**src/rtl/afs_pkg.sv**
```systemverilog
// Shared types and constants for the animation frame sequencer.
package afs_pkg;

    // Stream and configuration port widths.
    localparam int S_DATA_W   = 64;
    localparam int S_USER_W   = 3;
    localparam int M_DATA_W   = 72;
    localparam int CFG_IDX_W  = 3;
    localparam int CFG_DATA_W = 32;

    // Progress is a Q0.16 fraction; one whole is carried as a 17-bit value.
    localparam int              FRAC_BITS = 16;
    localparam logic [16:0]     Q16_ONE   = 17'd65536;
    localparam int              PROD_W    = 34;
    localparam logic [PROD_W-1:0] ROUND_HALF = 34'd32768;

    typedef enum logic [1:0] {
        PS_STOPPED,
        PS_PLAYING,
        PS_PAUSED,
        PS_FINISHED
    } t_play_state;

    // Command codes carried in the input tuser.
    localparam logic [2:0] FN_TICK   = 3'd0;
    localparam logic [2:0] FN_PLAY   = 3'd1;
    localparam logic [2:0] FN_PAUSE  = 3'd2;
    localparam logic [2:0] FN_RESUME = 3'd3;
    localparam logic [2:0] FN_STOP   = 3'd4;
    localparam logic [2:0] FN_FINISH = 3'd5;
    localparam logic [2:0] FN_SEEK   = 3'd6;

    // Play modes.
    localparam logic [1:0] MODE_LOOP = 2'd1;
    localparam logic [1:0] MODE_PING = 2'd2;

    // Register indexes.
    localparam logic [2:0] REG_DURATION  = 3'd0;
    localparam logic [2:0] REG_PLAY_MODE = 3'd1;
    localparam logic [2:0] REG_COUNT     = 3'd2;
    localparam logic [2:0] REG_FIRST     = 3'd3;
    localparam logic [2:0] REG_FIXED     = 3'd4;
    localparam logic [2:0] REG_CLAMP     = 3'd5;
    localparam logic [2:0] REG_OVR_EN    = 3'd6;
    localparam logic [2:0] REG_OVR_FRAME = 3'd7;

endpackage

```
**src/rtl/afs_divider.sv**
```systemverilog
// Shared bit-serial restoring divider used for modulo, progress and frame wrap.
module afs_divider #(
    parameter int TIME_WIDTH = 32
) (
    input  logic                                     i_clk,
    input  logic                                     i_rst_n,
    input  logic                                     i_start,
    input  logic [$clog2(((TIME_WIDTH > 17) ? TIME_WIDTH : 17) + 1)-1:0] i_steps,
    input  logic [TIME_WIDTH+1:0]                    i_rem,
    input  logic [((TIME_WIDTH > 17) ? TIME_WIDTH : 17)-1:0] i_num,
    input  logic [TIME_WIDTH+1:0]                    i_den,
    output logic                                     o_done,
    output logic [TIME_WIDTH+1:0]                    o_rem,
    output logic [afs_pkg::FRAC_BITS-1:0]            o_quo
);
    import afs_pkg::*;

    localparam int RW = TIME_WIDTH + 2;
    localparam int NW = (TIME_WIDTH > 17) ? TIME_WIDTH : 17;
    localparam int SW = $clog2(NW + 1);

    logic [SW-1:0]        r_cnt;
    logic                 r_done;
    logic [RW-1:0]        r_rem;
    logic [NW-1:0]        r_num;
    logic [RW-1:0]        r_den;
    logic [FRAC_BITS-1:0] r_quo;

    logic [RW-1:0] trial;
    logic [RW-1:0] diff;
    logic          fits;

    // One step: bring in the next numerator bit, subtract when the divisor fits.
    always_comb begin
        trial = {r_rem[RW-2:0], r_num[NW-1]};
        fits  = (trial >= r_den);
        diff  = trial - r_den;
    end

    always_ff @(posedge i_clk) begin
        if (!i_rst_n) begin
            r_cnt  <= '0;
            r_done <= 1'b0;
        end else begin
            r_done <= 1'b0;
            if (i_start) begin
                r_cnt <= i_steps;
                r_rem <= i_rem;
                r_num <= i_num;
                r_den <= i_den;
                r_quo <= '0;
            end else if (r_cnt != '0) begin
                r_rem <= fits ? diff : trial;
                r_num <= r_num << 1;
                r_quo <= {r_quo[FRAC_BITS-2:0], fits};
                r_cnt <= r_cnt - SW'(1);
                if (r_cnt == SW'(1)) begin
                    r_done <= 1'b1;
                end
            end
        end
    end

    assign o_done = r_done;
    assign o_rem  = r_rem;
    assign o_quo  = r_quo;

endmodule

```
**src/rtl/animation_frame_sequencer_unit.sv**
```systemverilog
// Animation playback sequencer: command decode, end check, progress and frame selection.
// Each item runs through the end check, the cycle position, the fraction and the frame
// selection before its result is registered. A fraction division, an override frame wrap
// and a wrap of the elapsed count each wait on the one shared bit-serial divider.
// Throughput: one item at a time; the next item is taken once its result is in the output
// register. Reset (synchronous, active low) stops playback, clears elapsed and registers.
module animation_frame_sequencer_unit #(
    parameter int TIME_WIDTH = 32
) (
    input  logic                            i_clk,
    input  logic                            i_rst_n,
    // Command items.
    input  logic                            i_s_tvalid,
    output logic                            o_s_tready,
    // tdata, low bit up: delta_ticks[23:0], tick_paused[24], seek_ticks[56:25], zeros.
    input  logic [afs_pkg::S_DATA_W-1:0]    i_s_tdata,
    // tuser: func[2:0].
    input  logic [afs_pkg::S_USER_W-1:0]    i_s_tuser,
    // Result items.
    output logic                            o_m_tvalid,
    input  logic                            i_m_tready,
    // tdata, low bit up: play_state[1:0], elapsed_out[33:2], progress_q16[50:34],
    // frame_index[67:51], zeros.
    output logic [afs_pkg::M_DATA_W-1:0]    o_m_tdata,
    // Register writes.
    input  logic                            i_cfg_valid,
    output logic                            o_cfg_ready,
    input  logic [afs_pkg::CFG_IDX_W-1:0]   i_cfg_index,
    input  logic [afs_pkg::CFG_DATA_W-1:0]  i_cfg_data
);
    import afs_pkg::*;

    localparam int TW    = TIME_WIDTH;
    localparam int RW    = TW + 2;
    localparam int NW    = (TW > 17) ? TW : 17;
    localparam int SW    = $clog2(NW + 1);
    localparam int SUM_W = ((TW > 24) ? TW : 24) + 1;
    // Durations and seek targets keep only the bits that the time range holds.
    localparam logic [31:0] DUR_MASK =
        (TW >= 32) ? 32'hFFFF_FFFF : 32'((64'd1 << TW) - 64'd1);

    typedef enum logic [3:0] {
        S_IDLE,
        S_END,
        S_EMOD,
        S_PMOD,
        S_PMODW,
        S_FRAC,
        S_FRACW,
        S_FRAME,
        S_MUL,
        S_OVRW,
        S_OUT
    } t_seq_state;

    // Configuration registers.
    logic [31:0] r_duration;
    logic [1:0]  r_mode;
    logic [15:0] r_count;
    logic [15:0] r_first;
    logic        r_fixed;
    logic        r_clamp;
    logic        r_ovr_en;
    logic [16:0] r_ovr_frame;

    // Sequencer state, playback state and working registers.
    t_seq_state         r_state,    n_state;
    t_play_state        r_pstate,   n_pstate;
    logic [TW-1:0]      r_elapsed,  n_elapsed;
    logic               r_run_end,  n_run_end;
    logic [TW-1:0]      r_pos,      n_pos;
    logic               r_invert,   n_invert;
    logic [16:0]        r_progress, n_progress;
    logic [PROD_W-1:0]  r_prod,     n_prod;
    logic [16:0]        r_frame,    n_frame;
    logic               r_out_valid, n_out_valid;
    logic [M_DATA_W-1:0] r_out_data, n_out_data;

    // Shared divider hookup.
    logic          div_start;
    logic [SW-1:0] div_steps;
    logic [RW-1:0] div_rem_init;
    logic [NW-1:0] div_num;
    logic [RW-1:0] div_den;
    logic          div_done;
    logic [RW-1:0] div_rem;
    logic [FRAC_BITS-1:0] div_quo;

    // Command fields.
    logic [23:0] cmd_delta;
    logic        cmd_paused;
    logic [31:0] cmd_seek;

    // Datapath helpers.
    logic [SUM_W-1:0] tick_sum;
    logic [TW-1:0]    tick_el;
    logic [TW-1:0]    dur_t;
    logic [RW-1:0]    dur_ext;
    logic             dur_zero;
    logic             mode_wrap;
    logic             mode_ping;
    logic [RW-1:0]    wrap_den;
    logic             el_ge_den;
    logic [RW-1:0]    pos_ext;
    logic             pos_gt_dur;
    logic [RW-1:0]    frac_num;
    logic             frac_sat;
    logic [16:0]      last_frame;
    logic             ov_low;
    logic             ov_high;
    logic [16:0]      ov_off;
    logic [15:0]      mul_b;
    logic [32:0]      mul_raw;
    logic [PROD_W-1:0] mul_full;
    logic [15:0]      sel;

    assign cmd_delta  = i_s_tdata[23:0];
    assign cmd_paused = i_s_tdata[24];
    assign cmd_seek   = i_s_tdata[56:25];

    // A tick sum that leaves the time range saturates at its top.
    assign tick_sum = SUM_W'(r_elapsed) + SUM_W'(cmd_delta);
    assign tick_el  = (|tick_sum[SUM_W-1:TW]) ? '1 : tick_sum[TW-1:0];

    assign dur_t     = TW'(r_duration);
    assign dur_ext   = RW'(r_duration);
    assign dur_zero  = (r_duration == '0);
    assign mode_ping = (r_mode == MODE_PING);
    assign mode_wrap = (r_mode == MODE_LOOP) || mode_ping;
    // Loop wraps at the duration, ping-pong at twice the duration.
    assign wrap_den  = mode_ping ? (dur_ext << 1) : dur_ext;
    assign el_ge_den = (RW'(r_elapsed) >= wrap_den);

    // In the returning half of a ping-pong cycle the fraction is mirrored.
    assign pos_ext    = RW'(r_pos);
    assign pos_gt_dur = mode_ping && (pos_ext > dur_ext);
    assign frac_num   = pos_gt_dur ? (pos_ext - dur_ext) : pos_ext;
    assign frac_sat   = (frac_num >= dur_ext);

    assign last_frame = 17'(r_first) + 17'(r_count) - 17'd1;
    assign ov_low     = (r_ovr_frame < 17'(r_first));
    assign ov_high    = (r_ovr_frame > last_frame);
    assign ov_off     = r_ovr_frame - 17'(r_first);

    // Floor selection scales by the count; rounding selection by count minus one.
    assign mul_b    = r_fixed ? r_count : (r_count - 16'd1);
    assign mul_raw  = 33'(r_progress) * 33'(mul_b);
    assign mul_full = PROD_W'(mul_raw) + (r_fixed ? '0 : ROUND_HALF);
    assign sel      = (r_fixed && (r_prod[31:16] >= r_count)) ? (r_count - 16'd1)
                                                              : r_prod[31:16];

    always_comb begin
        n_state      = r_state;
        n_pstate     = r_pstate;
        n_elapsed    = r_elapsed;
        n_run_end    = r_run_end;
        n_pos        = r_pos;
        n_invert     = r_invert;
        n_progress   = r_progress;
        n_prod       = r_prod;
        n_frame      = r_frame;
        n_out_valid  = r_out_valid;
        n_out_data   = r_out_data;
        div_start    = 1'b0;
        div_steps    = SW'(TW);
        div_rem_init = '0;
        div_num      = NW'(r_elapsed) << (NW - TW);
        div_den      = wrap_den;

        if (r_out_valid && i_m_tready) begin
            n_out_valid = 1'b0;
        end

        case (r_state)
            S_IDLE: begin
                if (i_s_tvalid) begin
                    n_run_end = 1'b0;
                    n_state   = S_END;
                    case (i_s_tuser)
                        FN_TICK: begin
                            if (!cmd_paused && (r_pstate == PS_PLAYING) &&
                                (cmd_delta != '0)) begin
                                n_elapsed = tick_el;
                                n_run_end = 1'b1;
                            end
                        end
                        FN_PLAY: begin
                            if (r_pstate == PS_FINISHED) begin
                                n_elapsed = '0;
                            end
                            n_pstate  = PS_PLAYING;
                            n_run_end = 1'b1;
                        end
                        FN_PAUSE: begin
                            if (r_pstate == PS_PLAYING) begin
                                n_pstate = PS_PAUSED;
                            end
                        end
                        FN_RESUME: begin
                            if (r_pstate == PS_PAUSED) begin
                                n_pstate = PS_PLAYING;
                            end
                        end
                        FN_STOP: begin
                            n_elapsed = '0;
                            n_pstate  = PS_STOPPED;
                        end
                        FN_FINISH: begin
                            n_elapsed = dur_t;
                            n_pstate  = PS_FINISHED;
                        end
                        FN_SEEK: begin
                            n_elapsed = TW'(cmd_seek & DUR_MASK);
                            n_run_end = 1'b1;
                        end
                        default: begin
                        end
                    endcase
                end
            end

            // End check after a tick, play or seek: finish on zero duration, wrap in loop and ping-pong,
            // clamp and finish in once mode; only a playing animation is finished.
            S_END: begin
                n_state = S_PMOD;
                if (r_run_end) begin
                    if (dur_zero) begin
                        if (r_pstate == PS_PLAYING) begin
                            n_pstate = PS_FINISHED;
                        end
                    end else if (mode_wrap) begin
                        if (el_ge_den) begin
                            div_start = 1'b1;
                            n_state   = S_EMOD;
                        end
                    end else if (RW'(r_elapsed) >= dur_ext) begin
                        n_elapsed = dur_t;
                        if (r_pstate == PS_PLAYING) begin
                            n_pstate = PS_FINISHED;
                        end
                    end
                end
            end

            S_EMOD: begin
                if (div_done) begin
                    n_elapsed = div_rem[TW-1:0];
                    n_state   = S_PMOD;
                end
            end

            // Position within the cycle; the elapsed count itself is left alone.
            S_PMOD: begin
                n_pos = r_elapsed;
                if (dur_zero) begin
                    n_progress = ((r_elapsed != '0) || (r_pstate == PS_FINISHED)) ?
                                 Q16_ONE : '0;
                    n_state    = S_FRAME;
                end else if (mode_wrap && el_ge_den) begin
                    div_start = 1'b1;
                    n_state   = S_PMODW;
                end else begin
                    n_state = S_FRAC;
                end
            end

            S_PMODW: begin
                if (div_done) begin
                    n_pos   = div_rem[TW-1:0];
                    n_state = S_FRAC;
                end
            end

            S_FRAC: begin
                n_invert = pos_gt_dur;
                if (frac_sat) begin
                    n_progress = pos_gt_dur ? '0 : Q16_ONE;
                    n_state    = S_FRAME;
                end else begin
                    div_start    = 1'b1;
                    div_steps    = SW'(FRAC_BITS);
                    div_rem_init = frac_num;
                    div_num      = '0;
                    div_den      = dur_ext;
                    n_state      = S_FRACW;
                end
            end

            S_FRACW: begin
                if (div_done) begin
                    n_progress = r_invert ? (Q16_ONE - 17'(div_quo)) : 17'(div_quo);
                    n_state    = S_FRAME;
                end
            end

            S_FRAME: begin
                n_state = S_OUT;
                if (r_count == '0) begin
                    n_frame = 17'(r_first);
                end else if (r_ovr_en) begin
                    if (ov_low) begin
                        n_frame = 17'(r_first);
                    end else if (ov_high && r_clamp) begin
                        n_frame = last_frame;
                    end else if (ov_high) begin
                        div_start    = 1'b1;
                        div_steps    = SW'(17);
                        div_rem_init = '0;
                        div_num      = NW'(ov_off) << (NW - 17);
                        div_den      = RW'(r_count);
                        n_state      = S_OVRW;
                    end else begin
                        n_frame = r_ovr_frame;
                    end
                end else begin
                    n_prod  = mul_full;
                    n_state = S_MUL;
                end
            end

            S_MUL: begin
                n_frame = 17'(r_first) + 17'(sel);
                n_state = S_OUT;
            end

            S_OVRW: begin
                if (div_done) begin
                    n_frame = 17'(r_first) + 17'(div_rem[15:0]);
                    n_state = S_OUT;
                end
            end

            // Load the output register once it is free or being emptied.
            S_OUT: begin
                if (!r_out_valid || i_m_tready) begin
                    n_out_valid = 1'b1;
                    n_out_data  = {4'b0, r_frame, r_progress, 32'(r_elapsed), r_pstate};
                    n_state     = S_IDLE;
                end
            end

            default: begin
                n_state = S_IDLE;
            end
        endcase
    end

    always_ff @(posedge i_clk) begin
        if (!i_rst_n) begin
            r_state     <= S_IDLE;
            r_pstate    <= PS_STOPPED;
            r_elapsed   <= '0;
            r_run_end   <= 1'b0;
            r_out_valid <= 1'b0;
        end else begin
            r_state     <= n_state;
            r_pstate    <= n_pstate;
            r_elapsed   <= n_elapsed;
            r_run_end   <= n_run_end;
            r_out_valid <= n_out_valid;
        end
        r_pos      <= n_pos;
        r_invert   <= n_invert;
        r_progress <= n_progress;
        r_prod     <= n_prod;
        r_frame    <= n_frame;
        r_out_data <= n_out_data;
    end

    // Register writes are always accepted.
    always_ff @(posedge i_clk) begin
        if (!i_rst_n) begin
            r_duration  <= '0;
            r_mode      <= '0;
            r_count     <= '0;
            r_first     <= '0;
            r_fixed     <= 1'b0;
            r_clamp     <= 1'b0;
            r_ovr_en    <= 1'b0;
            r_ovr_frame <= '0;
        end else if (i_cfg_valid) begin
            case (i_cfg_index)
                REG_DURATION:  r_duration  <= i_cfg_data & DUR_MASK;
                REG_PLAY_MODE: r_mode      <= i_cfg_data[1:0];
                REG_COUNT:     r_count     <= i_cfg_data[15:0];
                REG_FIRST:     r_first     <= i_cfg_data[15:0];
                REG_FIXED:     r_fixed     <= i_cfg_data[0];
                REG_CLAMP:     r_clamp     <= i_cfg_data[0];
                REG_OVR_EN:    r_ovr_en    <= i_cfg_data[0];
                REG_OVR_FRAME: r_ovr_frame <= i_cfg_data[16:0];
                default: begin
                end
            endcase
        end
    end

    afs_divider #(
        .TIME_WIDTH(TIME_WIDTH)
    ) u_divider (
        .i_clk   (i_clk),
        .i_rst_n (i_rst_n),
        .i_start (div_start),
        .i_steps (div_steps),
        .i_rem   (div_rem_init),
        .i_num   (div_num),
        .i_den   (div_den),
        .o_done  (div_done),
        .o_rem   (div_rem),
        .o_quo   (div_quo)
    );

    assign o_s_tready  = (r_state == S_IDLE);
    assign o_m_tvalid  = r_out_valid;
    assign o_m_tdata   = r_out_data;
    assign o_cfg_ready = 1'b1;

    // An accepted item keeps the block busy for at least the next cycle.
    a_busy_after_accept: assert property (@(posedge i_clk) disable iff (!i_rst_n)
        (i_s_tvalid && o_s_tready) |=> !o_s_tready)
        else $error("input ready right after an accepted item");

    // The divider only finishes while the sequencer waits for it.
    a_div_done_waited: assert property (@(posedge i_clk) disable iff (!i_rst_n)
        div_done |-> (r_state == S_EMOD || r_state == S_PMODW ||
                      r_state == S_FRACW || r_state == S_OVRW))
        else $error("divider finished outside a wait state");

    // Reported progress never exceeds one whole.
    a_progress_range: assert property (@(posedge i_clk) disable iff (!i_rst_n)
        o_m_tvalid |-> (o_m_tdata[50:34] <= Q16_ONE))
        else $error("progress above one");

endmodule
```
**config.mk**
```make
export PLATFORM = sky130hd
export DESIGN_NAME = animation_frame_sequencer_unit
export DESIGN_NICKNAME = d
export VERILOG_FILES = /design/src/rtl/afs_pkg.sv /design/src/rtl/afs_divider.sv /design/src/rtl/animation_frame_sequencer_unit.sv
export SDC_FILE = /design/constraint.sdc
export NUM_CORES = 2
export LEC_CHECK = 0
export ABC_AREA = 1
export BUFFER_PORTS_ARGS = -buffer_cell sky130_fd_sc_hd__buf_2
export CAP_MARGIN = 20
export CELL_PAD_IN_SITES_DETAIL_PLACEMENT = 1
export CELL_PAD_IN_SITES_GLOBAL_PLACEMENT = 1
export CORE_AREA = 4 4 309 281
export CTS_CLUSTER_SIZE = 14
export DETAILED_ROUTE_END_ITERATION = 7
export DIE_AREA = 0 0 313 285
export HOLD_SLACK_MARGIN = 0.12
export PLACE_DENSITY = 0.82
export SYNTH_ARGS = -nofsm -noshare
export SYNTH_HDL_FRONTEND = slang
export SYNTH_SLANG_ARGS = --single-unit
```
**constraint.sdc**
```tcl
create_clock -name i_clk -period 9.29 [get_ports i_clk]
set_input_delay 0.4645 -clock i_clk [delete_from_list [all_inputs] [get_ports i_clk]]
set_output_delay 0.4645 -clock i_clk [all_outputs]
set_load 0.005 [all_outputs]
```
==> After elaboration in Yosys (flattened, before gate mapping) <==
Cells that the tools add are included.
{ "totals": {"out_inout_bits": 75, "reg_bits": 414, "wordCells": 258} }
{ "classes": {"addsub": 12, "n_reduce_logical": 47, "mul": 1, "muxes": 110, "bitwise": 4, "n_eq_ne": 51, "n_lt_le_gt_ge": 8} }
{ "ops": {"columns": ["operator", "count"], "rows": [
  ["32-bit two-way mux", 17],
  ["33-bit two-way mux", 12],
  ["17-bit two-way mux", 12],
  ["32-bit case mux with 5 select lines", 1],
  ["32-bit case mux with 2 select lines", 2],
  ["17-bit case mux with 3 select lines", 2],
  ["32-bit case mux with 3 select lines", 1],
  ["33-bit case mux with 2 select lines", 1],
  ["16-bit two-way mux", 4],
  ["16-bit by 16-bit adder with 17-bit output", 3],
  ["6-bit two-way mux", 8],
  ["4-bit case mux with 11 select lines", 1],
  ["34-bit by 32-bit greater-or-equal comparator with 1-bit output", 1],
  ["34-bit by 33-bit greater-or-equal comparator with 1-bit output", 1],
  ["34-bit two-way mux", 1],
  ["32-bit by 24-bit adder with 33-bit output", 1],
  ["32-bit by 33-bit greater-or-equal comparator with 1-bit output", 1],
  ["32-bit by 32-bit subtractor with 33-bit output", 1],
  ["33-bit subtractor", 1],
  ["32-bit by 16-bit adder with 32-bit output", 1],
  ["32-bit greater-or-equal comparator", 1],
  ["32-bit greater-than comparator", 1],
  ["32-bit logical NOT", 1],
  ["17-bit by 16-bit multiplier with 32-bit output", 1],
  ["51 further kinds", 157]
]} }

==> Longest topological paths before layout <==
{ "depth": {"depth_word": 11, "ltp_mapped": 37, "ltp_nobuf": 35} }

==> Hierarchy <==
A second synthesis with hierarchy kept.
{ "hier_totals": {"hier_cells": 5531, "hier_area_um2": 40507.6} }
{ "by_module_without_submodules": {"columns": ["mod", "cells_per_inst", "area_each_um2", "n_inst"], "rows": [
  ["animation_frame_sequencer_unit", 4439, 32412.3, 1],
  ["afs_divider", 1092, 8095.3, 1]
]} }

==> Worst setup path after synthesis <==
OpenSTA, ideal clock, no wires.
{ "synth_timing": {"path_kind": "register -> register", "start": "register r_count[0]", "end": "register r_prod[27], data pin", "setup_time_ns": 0.260, "path_slack_ns": 2.691, "t_arrival_ns": 6.339, "required_time_ns": 9.030, "path_stages_with_launch": 32, "path_cell_list": "dfxtp_1 > inv_1 > ha_1 > nand2_1 > nor2_1 > inv_1 > nor4_2 > nand2_1 > xor2_1 > or2_2 > o21ai_2 > buf_2 > nor2_1 > fa_1 > inv_1 > fa_1 > inv_1 > fa_1 > fa_1 > fa_1 > inv_1 > fa_1 > inv_1 > ha_1 > a21oi_1 > a21boi_0 > o221ai_1 > a31oi_1 > nand2_1 > nand2_1 > nand2_1 > xor2_1"} }
{ "synth_via": {"elab_chain_cells": 4} }
{ "synth_rtl": {"columns": ["element", "line_no", "rtl"], "rows": [
  ["start: declaration", "animation_frame_sequencer_unit.sv:59", "logic [15:0] r_count;"],
  ["start signal: assignment", "animation_frame_sequencer_unit.sv:385", "REG_COUNT: r_count <= i_cfg_data[15:0];"],
  ["16-bit by 1-bit subtractor with 16-bit output", "animation_frame_sequencer_unit.sv:146", "assign mul_b = r_fixed ? r_count : (r_count - 16'd1);"],
  ["16-bit two-way mux *", "animation_frame_sequencer_unit.sv:146", null],
  ["17-bit by 16-bit multiplier with 32-bit output *", "animation_frame_sequencer_unit.sv:147", "assign mul_raw = 33'(r_progress) * 33'(mul_b);"],
  ["32-bit by 16-bit adder with 32-bit output *", "animation_frame_sequencer_unit.sv:148", "assign mul_full = PROD_W'(mul_raw) + (r_fixed ? '0 : ROUND_HALF);"],
  ["named net mul_full[27]", "animation_frame_sequencer_unit.sv:114", "logic [PROD_W-1:0] mul_full;"],
  ["end signal: assignment", "animation_frame_sequencer_unit.sv:365", "r_prod <= n_prod;"],
  ["end: declaration", "animation_frame_sequencer_unit.sv:74", "logic [PROD_W-1:0] r_prod, n_prod;"]
]} }
The timed path passes the listed nets; every way through them passes the cells marked *.
A chain may end at the register's enable or synchronous reset.

==> Worst setup path in the final report <==
Ends and elaborated chain as after synthesis.

==> impl_metrics.toml <==
[floorplan]
die_h_um = 285
pin_count = 182
core.rowCount = 101
dieArea_um2 = 89200
start_util_pct = 46.7
fp.dieW_um = 313
core_area_um2 = 83700

[place]
dp_hpwl_mm = 124
portBuffers = 169
routabilityCongestion = 0.997

[setup_path]
crit_end = "r_prod[27]$_DFFE_PP_"
r2r_cells = 33
crit_slowest_cell = "fa_1"
reg2reg_slack_ns = 1.39
cp_data_arrival_time_ns = 8.26
r2r_end = "r_prod[27]$_DFFE_PP_"
slowest_delay_ns = 0.55
crit_required_ns = 9.65
worstReg2RegStart = "r_count[0]$_SDFFE_PN0P_"
crit_fanout = 10
critPathKind = "flip-flop to flip-flop"
cpMostUsedCell = "inv_1"
crit_start = "r_count[0]$_SDFFE_PN0P_"
worstSetupStartpointType = "flip-flop"
cp-end-kind = "flip-flop"

[cells_and_area]
finish.utilization_pct = 51.1
regArea_um2 = 10600
multi_input_area_um2 = 24600
nNetsFinal = 6077
fill_cells = 10733
drive_above_1_share_pct = 6.54
syn_to_final_growth_pct = 9.47

[global_routing]
overflow = 0
grt_start_max_net_pins = 77
grt_pass1_wl_mm = 236
grt_pass1_vias = 39460
grt_use_total_pct = 34.1
antenna_found_initial = 5

[clocking]
post_cts_buffers = 0
cts_resized = 0
clockBufferDepth = 3
cts_hold_buffers = 4
cts_buffers = 47
insertion_delay_ns = 0.63
clk_pin_slew_ns = 0.06
ctsHtreeMaxLevel = 2
cts_tree = "built"
cts-root-buf = "clkbuf_16"
cts.sinks = 398

[yosys]
ys_top_cells_by_count = "1,095 x nand2_1, 824 x inv_1, 561 x nor2_1, 451 x o21ai_0, 424 x a21oi_1"
synthCells = 5247
avgSynthCellArea_um2 = 7.45
ys_seq_area_share_pct = 27.2
synth_warnings = 0
async_flop_share_pct = 0
synth-seq-cells = 398
synthDistinctLibCells = 59
synth.area.top_cells = "edfxtp_1 20%, ha_1 13%, fa_1 11%, nand2_1 11%, inv_1 7.9%"
synth_top_cell_by_area = "edfxtp_1"
synth_top_area_share_pct = 20.4
synth_edf_count = 265
syn-cell-area_um2 = 39100
post-synth-top-count-cell = "nand2_1"
synthFlopType = "edfxtp_1"

[drt]
drc = 0
ant_nets = 0
dr_total_vias = 38361
drt_pass1_iterations = 5
drt_iter0_drc = 3382
viasPerCell = 5.87
wl_per_cell_um = 23.7
wirelength_mm = 155

[timing]
setup_tns_ns = 0
finalClockSkew_ns = 0.0440
tightest_slew_ns = 1.04
fmax_ghz = 0.127
drv_slew = 0
finalCritPeriodShare_pct = 85.1
setup_viol_count_final = 0
period_needed_ns = 7.90
rsz0062_at_grt = "false"
hold_viol = 0
relSlewSlack_pct = 30.6

[run_status]
status = "completed"

[flow_run]
maxCapViolCount = 0

[hold_path]
min_path_type = "input pin to flip-flop"
[final cells by class]
class	instances	share of cell area (%)
inverter	843	7.40
clock buffer	57	2.96
tap	1133	3.31
multi-input combinational	3850	57.6
sequential	398	24.8
antenna	3	0.0175
timing repair buffer	220	2.94
clock inverter	31	0.942
[layout by cell type, fill, tap and decap left out, types with 8 or more instances in the layout]
cell and instances:
clkbuf_16 49, clkinv_2 13, nand3b_1 8, o21ai_1 18
nand3_1 132, o21a_1 15, a21o_1 23, nor3b_1 8
fa_1 213, buf_4 46, o211ai_1 24, clkinv_1 15
a31oi_1 22, nor3_1 58, xnor2_1 64, or2_2 17
inv_1 823, nor2_1 560, dfxtp_1 133, nor4_1 23
inv_2 8, ha_1 396, nand4_1 70, o22ai_1 60
xor2_1 79, nand2_1 1095, a21oi_1 423, o21ai_0 450
edfxtp_1 265, o21bai_1 15, buf_2 168, bufinv_16 8
[how the worst min path moves through the flow]
stage               slack [ns]  cells past startpoint                       to                   from
global placement          0.40                      0  o_m_tdata[53]$_DFFE_PP_   r_frame[2]$_DFFE_PP_
floorplan                 0.40                      0  o_m_tdata[51]$_DFFE_PP_   r_frame[0]$_DFFE_PP_
finish                    0.15                      3   dur_t[27]$_SDFFE_PN0P_         i_cfg_data[27]
CTS                       0.12                      3   dur_t[27]$_SDFFE_PN0P_         i_cfg_data[27]
global route              0.17                      3   dur_t[26]$_SDFFE_PN0P_         i_cfg_data[26]
detailed placement        0.41                      0  o_m_tdata[63]$_DFFE_PP_  r_frame[12]$_DFFE_PP_
[logic make-up after synthesis]
logic type      after synthesis  synth area share (%)
fa+ha+maj                   610                  23.6
compound gates             1098                  15.2
xor+xnor                    143                  3.20
simple gates               1994                  20.9
buf+inv                    1002                  9.84
flops                       398                  27.2
other cells                   2                0.0192
[through the flow]
step	cells	hold WS [ns]	worst slack [ns]	cell area, um2
2_1_floorplan	5250	0.400	2.69	39100
3_3_place_gp	6437	0.402	1.70	41000
3_5_place_dp	6437	0.405	1.50	41000
4_1_cts	6529	0.124	1.46	42700
5_1_grt	6532	0.167	0.864	42800
6_report	6535	0.149	1.39	42800
[sequential cells by signal, indices dropped and copies added (netlist names), 2 cells and up]
register	flops
o_m_tdata	68
u_divider.o_rem	33
u_divider.r_den	33
dur_t	32
r_elapsed	32
r_pos	32
u_divider.r_num	32
r_frame	17
r_ovr_frame	17
r_progress	17
r_count	16
r_first	16
r_prod	16
u_divider.o_quo	16
u_divider.r_cnt	6
r_state	4
r_mode	2
r_pstate	2
[critical path, delay by kind of cell, from the launching register on]
kind / cells / cell delay (ns)
fa+ha+maj: 8 / 3.36
simple gates: 10 / 1.57
buf+inv: 8 / 1.18
compound gates: 5 / 0.97
flops: 1 / 0.33
xor+xnor: 2 / 0.22
[layer usage]
layer  wire length [um]  track usage (%)  share of wire (%)  vias up
met1              67300             48.3                 43    18962
met4               6470             12.8                4.2        4
met5                 26                0              0.017        -
li1                   -                -                  -    17443
met3              14000             5.09                9.1      323
met2              67100             52.9                 43     1629
Power is not shown: default switching activity piles up to over one toggle a cycle in this logic, so the estimate is an artifact.
